## src/design/olr_pkg.sv

```systemverilog
// shared types and constants for the polygon outline line rasterizer
`timescale 1ns / 1ps
package olr_pkg;

  localparam int unsigned MAX_VERTICES = 16;
  localparam int unsigned COORD_BITS   = 9;
  localparam int unsigned IDX_BITS     = (MAX_VERTICES > 1) ? $clog2(MAX_VERTICES) : 1;
  localparam int unsigned CNT_BITS     = $clog2(MAX_VERTICES + 1);
  // error term spans about four times the longest axis, signed
  localparam int unsigned ERR_BITS     = COORD_BITS + 3;
  localparam int unsigned LEVEL_BITS   = 8;
  localparam int unsigned COLOUR_BITS  = 3 * LEVEL_BITS;
  localparam int unsigned CFG_IDX_BITS = 2;

  typedef enum logic [1:0] {
    OP_ADD   = 2'd0,
    OP_CLOSE = 2'd1,
    OP_STEP  = 2'd2
  } op_e;

  typedef enum logic [CFG_IDX_BITS-1:0] {
    REG_RED   = 2'd0,
    REG_GREEN = 2'd1,
    REG_BLUE  = 2'd2
  } cfg_reg_e;

  typedef struct packed {
    logic [1:0]            operation;
    logic [COORD_BITS-1:0] vertex_x;
    logic [COORD_BITS-1:0] vertex_y;
  } in_item_t;

  typedef struct packed {
    logic [COORD_BITS-1:0]  pixel_x;
    logic [COORD_BITS-1:0]  pixel_y;
    logic [COLOUR_BITS-1:0] pixel_colour;
    logic                   outline_done;
  } out_item_t;

  typedef struct packed {
    logic [COORD_BITS-1:0] x;
    logic [COORD_BITS-1:0] y;
  } vtx_t;

  // sequencer to edge stepper
  typedef struct packed {
    logic latch_start;
    logic calc_diff;
    logic calc_setup;
    logic advance;
  } stp_ctrl_t;

  // edge stepper to sequencer
  typedef struct packed {
    logic                  steps_zero;
    logic [COORD_BITS-1:0] cur_x;
    logic [COORD_BITS-1:0] cur_y;
  } stp_stat_t;

endpackage

```

## src/design/polygon_outline_line_raster.sv

```systemverilog
// Polygon outline rasterizer. Add-vertex transfers store a vertex in the vertex ram and
// return it as a registered pixel in the next cycle. A close transfer reads the first two
// vertices and sets up the first edge through the load, difference and setup states,
// giving no result (with fewer than two vertices it returns the done result at once). Each
// step transfer then returns one outline pixel per cycle in the configured colour unless
// the output stalls. A step that moves on to a new edge runs through the accepting cycle,
// two reads through the single ram read port, a difference state, a setup state and the
// step itself, repeating all but the accepting cycle per zero-length edge skipped. After
// the closing edge the next step returns the done result and the vertex count clears. Adds
// and closes are ignored while an outline is being drawn, adds beyond capacity too.
`timescale 1ns / 1ps
module polygon_outline_line_raster (
  input  logic                                clk_i,
  input  logic                                rst_ni,
  input  logic                                cfg_we_i,
  input  logic [olr_pkg::CFG_IDX_BITS-1:0]    cfg_idx_i,
  input  logic [olr_pkg::LEVEL_BITS-1:0]      cfg_wdata_i,
  input  logic                                in_valid_i,
  output logic                                in_stall_o,
  input  olr_pkg::in_item_t                   in_item_i,
  output logic                                out_valid_o,
  input  logic                                out_stall_i,
  output olr_pkg::out_item_t                  out_item_o
);

  typedef enum logic [5:0] {
    ST_IDLE   = 6'b000001,
    ST_LOAD_A = 6'b000010,
    ST_LOAD_B = 6'b000100,
    ST_DIFF   = 6'b001000,
    ST_SETUP  = 6'b010000,
    ST_STEP   = 6'b100000
  } state_e;

  state_e state_q, state_d;

  logic [olr_pkg::LEVEL_BITS-1:0] red_q, green_q, blue_q;
  logic [olr_pkg::CNT_BITS-1:0]   count_q, count_d;
  logic [olr_pkg::IDX_BITS-1:0]   edge_q, edge_d;
  logic                           drawing_q, drawing_d;
  logic                           pend_q, pend_d;
  logic                           out_valid_q, out_valid_d;
  olr_pkg::out_item_t             out_item_q, out_item_d;

  logic                           out_free, in_acc, step_go, last_edge, more_next;
  logic [olr_pkg::CNT_BITS-1:0]   edge_next;
  logic                           ram_we;
  logic [olr_pkg::IDX_BITS-1:0]   ram_waddr, ram_raddr;
  olr_pkg::vtx_t                  ram_wdata, ram_rdata;
  olr_pkg::stp_ctrl_t             stp_ctrl;
  olr_pkg::stp_stat_t             stp_stat;
  logic [olr_pkg::COLOUR_BITS-1:0] colour;

  assign colour     = {red_q, green_q, blue_q};
  assign out_free   = !out_valid_q || !out_stall_i;
  assign in_stall_o = !((state_q == ST_IDLE) && out_free);
  assign in_acc     = in_valid_i && !in_stall_o;

  assign edge_next  = olr_pkg::CNT_BITS'(edge_q) + 1'b1;
  assign last_edge  = edge_next >= count_q;
  assign more_next  = edge_next < count_q;

  // edge end point wraps to vertex zero on the closing edge
  always_comb begin
    ram_raddr = edge_q;
    if (state_q == ST_LOAD_B) begin
      ram_raddr = more_next ? edge_next[olr_pkg::IDX_BITS-1:0] : '0;
    end
  end

  assign step_go = ((state_q == ST_IDLE) && in_acc && drawing_q &&
                    (in_item_i.operation == olr_pkg::OP_STEP)) ||
                   ((state_q == ST_STEP) && out_free);

  always_comb begin
    state_d     = state_q;
    count_d     = count_q;
    edge_d      = edge_q;
    drawing_d   = drawing_q;
    pend_d      = pend_q;
    out_valid_d = out_valid_q && out_stall_i;
    out_item_d  = out_item_q;
    ram_we      = 1'b0;
    ram_waddr   = count_q[olr_pkg::IDX_BITS-1:0];
    ram_wdata   = '{x: in_item_i.vertex_x, y: in_item_i.vertex_y};
    stp_ctrl    = '0;

    case (state_q)
      ST_IDLE: begin
        if (in_acc) begin
          case (in_item_i.operation)
            olr_pkg::OP_ADD: begin
              if (!drawing_q && (count_q < olr_pkg::CNT_BITS'(olr_pkg::MAX_VERTICES))) begin
                ram_we      = 1'b1;
                count_d     = count_q + 1'b1;
                out_valid_d = 1'b1;
                out_item_d  = '{pixel_x: in_item_i.vertex_x, pixel_y: in_item_i.vertex_y,
                                pixel_colour: colour, outline_done: 1'b0};
              end
            end
            olr_pkg::OP_CLOSE: begin
              if (!drawing_q) begin
                if (count_q < olr_pkg::CNT_BITS'(2)) begin
                  count_d     = '0;
                  out_valid_d = 1'b1;
                  out_item_d  = '{pixel_x: '0, pixel_y: '0, pixel_colour: '0,
                                  outline_done: 1'b1};
                end else begin
                  edge_d    = '0;
                  drawing_d = 1'b1;
                  pend_d    = 1'b0;
                  state_d   = ST_LOAD_A;
                end
              end
            end
            default: begin
            end
          endcase
        end
      end
      ST_LOAD_A: begin
        state_d = ST_LOAD_B;
      end
      ST_LOAD_B: begin
        stp_ctrl.latch_start = 1'b1;
        state_d = ST_DIFF;
      end
      ST_DIFF: begin
        stp_ctrl.calc_diff = 1'b1;
        state_d = ST_SETUP;
      end
      ST_SETUP: begin
        stp_ctrl.calc_setup = 1'b1;
        state_d = pend_q ? ST_STEP : ST_IDLE;
      end
      ST_STEP: begin
      end
      default: begin
        state_d = ST_IDLE;
      end
    endcase

    // shared step evaluation, from idle on a step transfer or after an edge load
    if (step_go) begin
      if (!stp_stat.steps_zero) begin
        stp_ctrl.advance = 1'b1;
        out_valid_d = 1'b1;
        out_item_d  = '{pixel_x: stp_stat.cur_x, pixel_y: stp_stat.cur_y,
                        pixel_colour: colour, outline_done: 1'b0};
        state_d     = ST_IDLE;
      end else if (last_edge) begin
        drawing_d   = 1'b0;
        count_d     = '0;
        out_valid_d = 1'b1;
        out_item_d  = '{pixel_x: '0, pixel_y: '0, pixel_colour: '0, outline_done: 1'b1};
        state_d     = ST_IDLE;
      end else begin
        edge_d  = edge_next[olr_pkg::IDX_BITS-1:0];
        pend_d  = 1'b1;
        state_d = ST_LOAD_A;
      end
    end
  end

  always_ff @(posedge clk_i or negedge rst_ni) begin
    if (!rst_ni) begin
      state_q     <= ST_IDLE;
      count_q     <= '0;
      edge_q      <= '0;
      drawing_q   <= 1'b0;
      pend_q      <= 1'b0;
      out_valid_q <= 1'b0;
      red_q       <= '0;
      green_q     <= '0;
      blue_q      <= '0;
    end else begin
      state_q     <= state_d;
      count_q     <= count_d;
      edge_q      <= edge_d;
      drawing_q   <= drawing_d;
      pend_q      <= pend_d;
      out_valid_q <= out_valid_d;
      if (cfg_we_i) begin
        case (cfg_idx_i)
          olr_pkg::REG_RED:   red_q   <= cfg_wdata_i;
          olr_pkg::REG_GREEN: green_q <= cfg_wdata_i;
          olr_pkg::REG_BLUE:  blue_q  <= cfg_wdata_i;
          default: begin
          end
        endcase
      end
    end
  end

  always_ff @(posedge clk_i) begin
    out_item_q <= out_item_d;
  end

  assign out_valid_o = out_valid_q;
  assign out_item_o  = out_item_q;

  olr_ram #(
    .WIDTH(2 * olr_pkg::COORD_BITS),
    .DEPTH(olr_pkg::MAX_VERTICES)
  ) u_vtx_ram (
    .clk_i  (clk_i),
    .we_i   (ram_we),
    .waddr_i(ram_waddr),
    .wdata_i(ram_wdata),
    .raddr_i(ram_raddr),
    .rdata_o(ram_rdata)
  );

  olr_stepper u_stepper (
    .clk_i (clk_i),
    .rst_ni(rst_ni),
    .ctrl_i(stp_ctrl),
    .vtx_i (ram_rdata),
    .stat_o(stp_stat)
  );

  // vertex count never runs past capacity
  a_count_cap: assert property (@(posedge clk_i) disable iff (!rst_ni)
    count_q <= olr_pkg::CNT_BITS'(olr_pkg::MAX_VERTICES))
    else $error("vertex count beyond capacity");

  // an outline is only drawn with at least two vertices
  a_draw_count: assert property (@(posedge clk_i) disable iff (!rst_ni)
    drawing_q |-> (count_q >= olr_pkg::CNT_BITS'(2)))
    else $error("drawing with fewer than two vertices");

  // the vertex ram is never written while edges are being read from it
  a_no_write_draw: assert property (@(posedge clk_i) disable iff (!rst_ni)
    ram_we |-> !drawing_q)
    else $error("vertex write during outline");

  // edge load and step states only run while drawing
  a_busy_draw: assert property (@(posedge clk_i) disable iff (!rst_ni)
    (state_q != ST_IDLE) |-> drawing_q)
    else $error("sequencer busy without an outline");

endmodule

```

## src/design/olr_ram.sv

```systemverilog
// generic single-write, single-read ram with registered read data
`timescale 1ns / 1ps
module olr_ram #(
  parameter int unsigned WIDTH = 18,
  parameter int unsigned DEPTH = 16,
  localparam int unsigned AW = (DEPTH > 1) ? $clog2(DEPTH) : 1
) (
  input  logic             clk_i,
  input  logic             we_i,
  input  logic [AW-1:0]    waddr_i,
  input  logic [WIDTH-1:0] wdata_i,
  input  logic [AW-1:0]    raddr_i,
  output logic [WIDTH-1:0] rdata_o
);

  logic [WIDTH-1:0] mem_q [DEPTH];
  logic [WIDTH-1:0] rdata_q;

  always_ff @(posedge clk_i) begin
    if (we_i) begin
      mem_q[waddr_i] <= wdata_i;
    end
    rdata_q <= mem_q[raddr_i];
  end

  assign rdata_o = rdata_q;

endmodule

```

## src/design/olr_stepper.sv

```systemverilog
// bresenham edge setup and per-pixel stepping registers
`timescale 1ns / 1ps
module olr_stepper (
  input  logic                clk_i,
  input  logic                rst_ni,
  input  olr_pkg::stp_ctrl_t  ctrl_i,
  input  olr_pkg::vtx_t       vtx_i,
  output olr_pkg::stp_stat_t  stat_o
);

  logic [olr_pkg::COORD_BITS-1:0] cur_x_q, cur_y_q, cur_x_d, cur_y_d;
  logic [olr_pkg::COORD_BITS-1:0] dx_q, dy_q, dx_d, dy_d;
  logic [1:0]                     xdir_q, ydir_q, xdir_d, ydir_d;
  logic                           swap_q, swap_d;
  logic [olr_pkg::COORD_BITS-1:0] steps_q, steps_d;
  logic signed [olr_pkg::ERR_BITS-1:0] err_q, err_d;
  logic signed [olr_pkg::ERR_BITS-1:0] diag_q, diag_d;
  logic signed [olr_pkg::ERR_BITS-1:0] strt_q, strt_d;

  logic [olr_pkg::COORD_BITS-1:0] maj, mnr;
  logic signed [olr_pkg::ERR_BITS-1:0] maj_e, mnr2;
  logic                           err_pos, x_move, y_move;
  logic [olr_pkg::COORD_BITS-1:0] x_inc, y_inc;

  // absolute differences and step directions against the latched start point
  always_comb begin
    if (vtx_i.x > cur_x_q) begin
      dx_d   = vtx_i.x - cur_x_q;
      xdir_d = 2'b01;
    end else begin
      dx_d   = cur_x_q - vtx_i.x;
      xdir_d = (vtx_i.x < cur_x_q) ? 2'b11 : 2'b00;
    end
    if (vtx_i.y > cur_y_q) begin
      dy_d   = vtx_i.y - cur_y_q;
      ydir_d = 2'b01;
    end else begin
      dy_d   = cur_y_q - vtx_i.y;
      ydir_d = (vtx_i.y < cur_y_q) ? 2'b11 : 2'b00;
    end
  end

  // major and minor axis, initial error and both error increments
  always_comb begin
    swap_d = dy_q > dx_q;
    maj    = swap_d ? dy_q : dx_q;
    mnr    = swap_d ? dx_q : dy_q;
    maj_e  = $signed(olr_pkg::ERR_BITS'(maj));
    mnr2   = $signed(olr_pkg::ERR_BITS'(mnr) << 1);
    err_d  = mnr2 - maj_e;
    diag_d = mnr2 - (maj_e <<< 1);
    strt_d = mnr2;
  end

  assign err_pos = !err_q[olr_pkg::ERR_BITS-1] && (err_q != '0);
  assign x_move  = swap_q ? err_pos : 1'b1;
  assign y_move  = swap_q ? 1'b1 : err_pos;
  assign x_inc   = {{(olr_pkg::COORD_BITS-2){xdir_q[1]}}, xdir_q};
  assign y_inc   = {{(olr_pkg::COORD_BITS-2){ydir_q[1]}}, ydir_q};

  always_comb begin
    cur_x_d = cur_x_q;
    cur_y_d = cur_y_q;
    steps_d = steps_q;
    if (ctrl_i.latch_start) begin
      cur_x_d = vtx_i.x;
      cur_y_d = vtx_i.y;
    end else if (ctrl_i.advance) begin
      if (x_move) begin
        cur_x_d = cur_x_q + x_inc;
      end
      if (y_move) begin
        cur_y_d = cur_y_q + y_inc;
      end
      steps_d = steps_q - 1'b1;
    end
    if (ctrl_i.calc_setup) begin
      steps_d = maj;
    end
  end

  always_ff @(posedge clk_i or negedge rst_ni) begin
    if (!rst_ni) begin
      steps_q <= '0;
    end else begin
      steps_q <= steps_d;
    end
  end

  always_ff @(posedge clk_i) begin
    cur_x_q <= cur_x_d;
    cur_y_q <= cur_y_d;
    if (ctrl_i.calc_diff) begin
      dx_q   <= dx_d;
      dy_q   <= dy_d;
      xdir_q <= xdir_d;
      ydir_q <= ydir_d;
    end
    if (ctrl_i.calc_setup) begin
      swap_q <= swap_d;
      err_q  <= err_d;
      diag_q <= diag_d;
      strt_q <= strt_d;
    end else if (ctrl_i.advance) begin
      err_q <= err_q + (err_pos ? diag_q : strt_q);
    end
  end

  assign stat_o.steps_zero = (steps_q == '0);
  assign stat_o.cur_x      = cur_x_q;
  assign stat_o.cur_y      = cur_y_q;

endmodule
```

## config.mk

```make
export PLATFORM = sky130hd
export DESIGN_NAME = polygon_outline_line_raster
export DESIGN_NICKNAME = d
export VERILOG_FILES = /design/src/design/olr_pkg.sv /design/src/design/polygon_outline_line_raster.sv /design/src/design/olr_ram.sv /design/src/design/olr_stepper.sv
export SDC_FILE = /design/constraint.sdc
export NUM_CORES = 1
export LEC_CHECK = 0
export BUFFER_PORTS_ARGS = -buffer_cell sky130_fd_sc_hd__clkbuf_2
export CAP_MARGIN = 20
export CORE_ASPECT_RATIO = 0.5
export CORE_MARGIN = 2
export CORE_UTILIZATION = 25
export CTS_CLUSTER_DIAMETER = 150
export DETAILED_ROUTE_END_ITERATION = 8
export HOLD_SLACK_MARGIN = 0.02
export PLACE_DENSITY_LB_ADDON = 0.08
export SLEW_MARGIN = 20
export SYNTH_ARGS = -nofsm -noshare
export SYNTH_HDL_FRONTEND = slang
export SYNTH_SLANG_ARGS = --single-unit
```

## constraint.sdc

```tcl
create_clock -name clk_i -period 5.35 [get_ports clk_i]
set_clock_uncertainty 0.05 [all_clocks]
set_input_delay 0.2675 -clock clk_i [delete_from_list [all_inputs] [get_ports clk_i]]
set_output_delay 0.2675 -clock clk_i [all_outputs]
set_load 0.01 [all_outputs]
```

# Word level (Yosys, flattened, before mapping)
# Memories as Yosys holds them, arrays and structs flattened. A register that Yosys moved wholly into a read port is not among the register bits.
# Cells that the tools add are included.
# totals
in_bits	35
mem_bits_rw	288
latch_bits	0
romBits	0
n_memories	1
out_inout_bits	45
register_bits	168
# memory_table
name	words	word_bits	read_ports	rd_clocked_by_memory_dff	wr	line_no	source
u_vtx_ram.mem_q	16	18	1	1	1	olr_ram.sv:16	logic [WIDTH-1:0] mem_q [DEPTH];
# classes
n_div	0
n_shift	0
bitwise_logic	0
addsub	12
magnitude_cmp	9
n_reduce_logical	31
multipliers	0
muxes	93
eq_ne	16
# op_table
op	count
$mux 43	8
$mux 9	13
$pmux 43 s2	1
$mux 4	10
$mux 5	8
$mux 1	37
$mux 12	3
$mux 6	6
$pmux 6 s6	1
$sub 9x9->9	4
$gt 9x9->1	3
$add 9x9->9	2
$lt 9x9->1	2
$add 12x12->12	1
$reduce_and 2->1	6
$reduce_bool 12->1	1
$sub 10x10->11	1
$sub 10x9->11	1
$pmux 5 s2	1
$logic_and 1x1->1	9
$logic_not 9->1	1
$ne 3x3->1 const B	3
$sub 9x1->9 const B	1
$mux 2	4
other kinds (22)	34

# Logic depth before layout (Yosys ltp)
# depth
ltp_word	12
mapped_depth	23
depth_no_buf	20

# By module
# A second synthesis with hierarchy kept.
# hier_totals
cells_unflattened	1599
area_unflattened_um2	22437.8
# by_module_without_submodules
module	instances	area_per_inst_um2	cells_each	seq_area_each_um2
olr_ram	1	11322.1	482	9008.6
olr_stepper	1	6930.4	723	2387.3
polygon_outline_line_raster	1	4185.3	394	1913.1

# Least setup slack after synthesis
# Ideal clock, no wire load.
# synth_path
path_type	flip-flop to flip-flop
start	register u_stepper.dy_q[7] (netlist bit)
end	register u_stepper.err_q[11] (netlist bit), data pin
period_less_slack_ns	4.307
stages_incl_launch_ff	21
setup_time_ns	0.149
required_ns	5.151
slack_ns	1.043
t_arrival_ns	4.108
cell_sequence	edfxtp_1 > ha_1 > nand3_1 > a41oi_2 > o31a_4 > nand2_4 > inv_2 > clkbuf_1 > clkbuf_1 > nor2_1 > a21oi_1 > ha_1 > nor2b_1 > o21ai_0 > nand2b_1 > a21o_1 > a21o_1 > a21o_1 > a21o_1 > a211o_1 > mux2i_1
# synth_via
elab_chain_cells	4
elab_cells_between_ends	5
cone_classes	add/sub: 1; order compare: 1; mux: 3
# synth_lines
element	line_no	source
start, declared	olr_stepper.sv:12	logic [olr_pkg::COORD_BITS-1:0] dx_q, dy_q, dx_d, dy_d;
start signal, assigned	olr_stepper.sv:95	dy_q <= dy_d;
$gt 9x9->1 (*)	olr_stepper.sv:45	swap_d = dy_q > dx_q;
named net u_stepper.swap_d	olr_stepper.sv:14	logic swap_q, swap_d;
$mux 9, on equally long branches	olr_stepper.sv:47, olr_stepper.sv:46	
$sub 10x9->11 (*)	olr_stepper.sv:50	err_d = mnr2 - maj_e;
$mux 12 (*)	olr_stepper.sv:99	if (ctrl_i.calc_setup) begin
end signal, assigned	olr_stepper.sv:101	err_q <= err_d;
end signal, assigned	olr_stepper.sv:105	err_q <= err_q + (err_pos ? diag_q : strt_q);
end, declared	olr_stepper.sv:16	logic signed [olr_pkg::ERR_BITS-1:0] err_q, err_d;
# Mark *: on every way through the listed nets, which the timed path passes. The rest lies on a longest branch.
# A chain may end at the register's enable or synchronous reset.

# Worst setup path in the final report
# layout_path
start	register u_stepper.dy_q[7] (netlist bit)
end	register u_stepper.err_q[10] (netlist bit), data pin
# layout_via
elab_chain_cells	4
elab_cells_between_ends	5
cone_classes	add/sub: 1; order compare: 1; mux: 3
# layout_lines
element	line_no
$gt 9x9->1	olr_stepper.sv:45
$mux 9, on equally long branches	olr_stepper.sv:47, olr_stepper.sv:46
$sub 10x9->11 (*)	olr_stepper.sv:50
$mux 12 (*)	olr_stepper.sv:99
# Every way passes the cells marked *; elsewhere a longest branch is shown, timed or not.

==> results.txt <==
The run finished with clean final reports. The data arrival time of the critical path came out at 4.89 ns. The placed instance count is 3074. The design area came out at 26020 um2. The number of synthesized register bits is 472.

The fraction of final layout cells with drive strength greater than 1 is 14.64%. Using the TritonRoute via totals, the vias-per-cell ratio works out to 4.559. The post-synthesis net count is 1977. The multi-input combinational cells in the finished layout cover a total of 8287 um2. The overall power after layout is 9.128 mW.

The clock tree synthesis step divided the H-tree into 2 levels. The transition at the pin with the smallest max-transition slack came out at 1.042 ns. The peak fanout along the critical path came out at 24.

The iteration count of the initial detailed-routing pass came out at 5. For this run the aggregate overflow at the end of global routing stands at 0. The number of antenna violations at the first check in global routing came out at 5. The cell row count is 77. Across the whole layout, storage elements account for 13310 um2. The data required time at the worst endpoint came out at 5.75 ns. The worst path in the final design needs a cycle of 4.489 ns, including I/O delays and setup. The number of max-slew violations in the final report is 0. The CTS buffer count came out at 51. TritonCTS built the clock tree. The post-layout utilization of the core is 29.58%. The core box area is 87960 um2.

Post-CTS timing repair inserted 0 buffers for setup. Setup repair after global routing left no endpoint under its margin. The worst setup path is of the register to register kind.

The distinct cell type count of the synthesized netlist is 81. The floorplan die area came out at 91050 um2. At the later pin of the worst-skew pair, clock insertion delay measures 0.62 ns.

The worst max-slew margin expressed relative to the limit came out at 30.44%. Compared with the post-synthesis result, the final layout area differs by 17.58%. The repair_antennas step left the layout with diodes totalling 0. The sequential element share of the synthesized area came out at 60.15%. The worst-case IR drop observed on VDD is 0.2160 mV.

The detail route stage leaves a number of antenna-violating nets equal to 0. In this run the mean area of a mapped cell was 11.99 um2. By instance count, the leading cell after synthesis is sky130_fd_sc_hd__edfxtp_1. The clock root buffer master is sky130_fd_sc_hd__clkbuf_16. The die is 424.7 um wide. In this run the worst hold path is classified as input port to register. The placed instances occupy a cell area of 24200 um2. The setup slack at placement is 0.9005 ns.

The via count of the first global-routing pass came out at 14700. The clock sink count came out at 472. The power per standard cell area is 350.8 nW/um2. The number of nets in the layout is 2085. The die is 214.4 um tall.

Summing every instance area after synthesis gives 22130 um2. The congestion estimate from routability-driven global placement came to 0.7654. Summed over its instances, the top area cell type makes up 48.86% of the synthesized netlist area.

The fill cell total of the finished layout came out at 8983. The clock transition at the registers of the reported paths is 0.07 ns. The setup-violating endpoint count in the final report is 0. The top-level I/O count came out at 80. The number of synthesis warnings came out at 0. The fmax is 222.8 MHz. The filler-free cell count of the finished design is 3180. The share of the clock period used by the worst path after layout came out at 83.90%. The minimum setup slack in the final design came out at 0.8614 ns. The final HPWL from detailed placement is 41920 um. The cell taking the most area after synthesis is sky130_fd_sc_hd__edfxtp_1. The wire length after detailed routing is 66090 um.

The number of synthesized flops with an enable pin came out at 360. The post-CTS resize count came out at 0. The standby leakage power is 9.487 nW. Once the floorplan was initialized, standard cells occupied 25.15% of the core. The count of mapped cells out of synthesis is 1845. For this design, the CTS-stage hold fixing added 11 buffers. The wire length of the first global-routing pass came out at 98900 um. In this run the tool buffered the top-level ports with 79 buffer cells. After the first detailed-routing iteration, the DRC count stood at 1011. The largest net degree at the start of global routing is 105.

The primary flip-flop cell chosen by synthesis mapping is sky130_fd_sc_hd__edfxtp_1. The total number of vias came out at 14500. Ranked by instance count, the synthesized netlist is headed by sky130_fd_sc_hd__edfxtp_1 (360), sky130_fd_sc_hd__nand2_1 (227), sky130_fd_sc_hd__a21oi_1 (114), sky130_fd_sc_hd__a211oi_1 (91), sky130_fd_sc_hd__ha_1 (89). After detailed routing, the number of remaining DRC violations is 0.

The max capacitance violation total is 0. The total count of hold-check failures in the final report came out at 0. The minimum hold slack is 0.05351 ns. Ranked by total cell area, the synthesized netlist is headed by sky130_fd_sc_hd__edfxtp_1 (49%), sky130_fd_sc_hd__dfrtp_1 (5.7%), sky130_fd_sc_hd__dfxtp_1 (5.5%). Global routing used 14.47% of the available tracks. The routed length per placed instance came out at 20.78 um. The maximum clock insertion buffer count came out at 3. The worst setup path is launched from a register.

The summed negative setup slack over all endpoints came out at 0 ns. The worst setup path is captured at a register. The post-synthesis async set-or-reset flop share came out at 10.81%.
-- final cells by class --
class / count / area share (%)
well taps: 1185 / 5.699
inverters: 87 / 1.255
multi-input cells: 1203 / 31.85
clock buffers: 80 / 5.829
flip-flops and latches: 472 / 51.16
clock inverters: 15 / 0.7358
repair buffers: 138 / 3.472
-- critical path, stage by stage, from the launching register on --
cell and delay (ns):
sky130_fd_sc_hd__edfxtp_1 0.45, sky130_fd_sc_hd__ha_1 0.46, sky130_fd_sc_hd__nand3_1 0.15, sky130_fd_sc_hd__a41oi_2 0.30, sky130_fd_sc_hd__o31a_4 0.25, sky130_fd_sc_hd__nand2_4 0.12, sky130_fd_sc_hd__inv_2 0.32, sky130_fd_sc_hd__nor2_1 0.07
sky130_fd_sc_hd__a21oi_1 0.19, sky130_fd_sc_hd__ha_1 0.31, sky130_fd_sc_hd__nor2b_1 0.15, sky130_fd_sc_hd__o21ai_0 0.20, sky130_fd_sc_hd__nand2b_1 0.11, sky130_fd_sc_hd__a21o_1 0.19, sky130_fd_sc_hd__a21o_1 0.19, sky130_fd_sc_hd__a21o_1 0.18
sky130_fd_sc_hd__a21o_1 0.19, sky130_fd_sc_hd__a211o_1 0.31, sky130_fd_sc_hd__mux2i_1 0.12
-- final timing paths --
kind / depth (start not counted) / endpoint / startpoint / slack [ns]
hold / removal: 1 / u_vtx_ram.mem_q[11][10]$_DFFE_PP_ / in_item_i[10] / 0.05
max in group asynchronous: 3 / edge_q[3]$_DFF_PN0_ / rst_ni / 4.45
setup reg to reg: 18 / u_stepper.err_q[10]$_DFFE_PP_ / u_stepper.dy_q[7]$_DFFE_PP_ / 0.86
setup / recovery: 18 / u_stepper.err_q[10]$_DFFE_PP_ / u_stepper.dy_q[7]$_DFFE_PP_ / 0.86
min in group asynchronous: 3 / red_q[7]$_DFFE_PN0P_ / rst_ni / 0.30
hold reg to reg: 2 / out_item_o[14]$_DFF_P_ / out_item_o[14]$_DFF_P_ / 0.42
-- flip-flops by register name, indices dropped and copies added, names as in the netlist, 2 cells and up --
signal             flops
red_q                  8
count_q                5
u_stepper.diag_q      10
state_q                6
u_stepper.ydir_q       2
edge_q                 4
out_item_o            43
u_stepper.err_q       12
u_stepper.cur_y_q      9
u_stepper.dy_q         9
green_q                8
u_stepper.xdir_q       2
u_vtx_ram.mem_q      288
u_vtx_ram.rdata_o     18
u_stepper.steps_q      9
blue_q                 8
u_stepper.cur_x_q      9
u_stepper.strt_q       9
u_stepper.dx_q         9
-- placed cells by master, fill, tap and decap left out, types with 17 or more instances in the layout --
master / n
sky130_fd_sc_hd__a311oi_1: 38
sky130_fd_sc_hd__o22ai_1: 18
sky130_fd_sc_hd__dfxtp_1: 61
sky130_fd_sc_hd__nand2_1: 227
sky130_fd_sc_hd__a22o_1: 24
sky130_fd_sc_hd__a31oi_1: 43
sky130_fd_sc_hd__inv_1: 85
sky130_fd_sc_hd__and2_1: 71
sky130_fd_sc_hd__clkbuf_16: 52
sky130_fd_sc_hd__xor2_1: 17
sky130_fd_sc_hd__nor2_1: 72
sky130_fd_sc_hd__a21o_1: 21
sky130_fd_sc_hd__a211oi_1: 91
sky130_fd_sc_hd__clkbuf_2: 79
sky130_fd_sc_hd__xnor2_1: 42
sky130_fd_sc_hd__mux2i_1: 34
sky130_fd_sc_hd__a21oi_1: 114
sky130_fd_sc_hd__mux2_2: 35
sky130_fd_sc_hd__ha_1: 89
sky130_fd_sc_hd__edfxtp_1: 360
sky130_fd_sc_hd__dfrtp_1: 50
sky130_fd_sc_hd__clkbuf_1: 17
sky130_fd_sc_hd__buf_4: 45
sky130_fd_sc_hd__o21ai_0: 64
-- per-layer routing --
| metal | track usage (%) | up-vias | part of all wire, % | wire [um] |
|---|---|---|---|---|
| li1 | - | 7070 | - | - |
| met1 | 21.27 | 7176 | 50 | 33350 |
| met2 | 22.48 | 177 | 45 | 29650 |
| met3 | 2.163 | 76 | 3.1 | 2018 |
| met4 | 2.954 | 0 | 1.6 | 1075 |
| met5 | 0 | - | 0 | 0 |
-- cells by family (layout without fill, tap and decap cells) --
group	count (synthesis)	after routing	synth area share, %
compound gates	476	476	14.54
xor+xnor	59	59	2.335
fa+ha+maj	97	97	5.757
buf+inv	170	320	2.997
flops	472	472	60.15
mux	71	71	3.449
simple gates	500	500	10.77
-- power by group --
part	internal (mW)	leakage (nW)	switching [mW]
sequential	4.22	4.36	0.185
combinational	0.477	4.29	0.608
clock	2.10	0.841	1.54
total	6.79	9.49	2.34
Power figures use the tool's default switching activity.
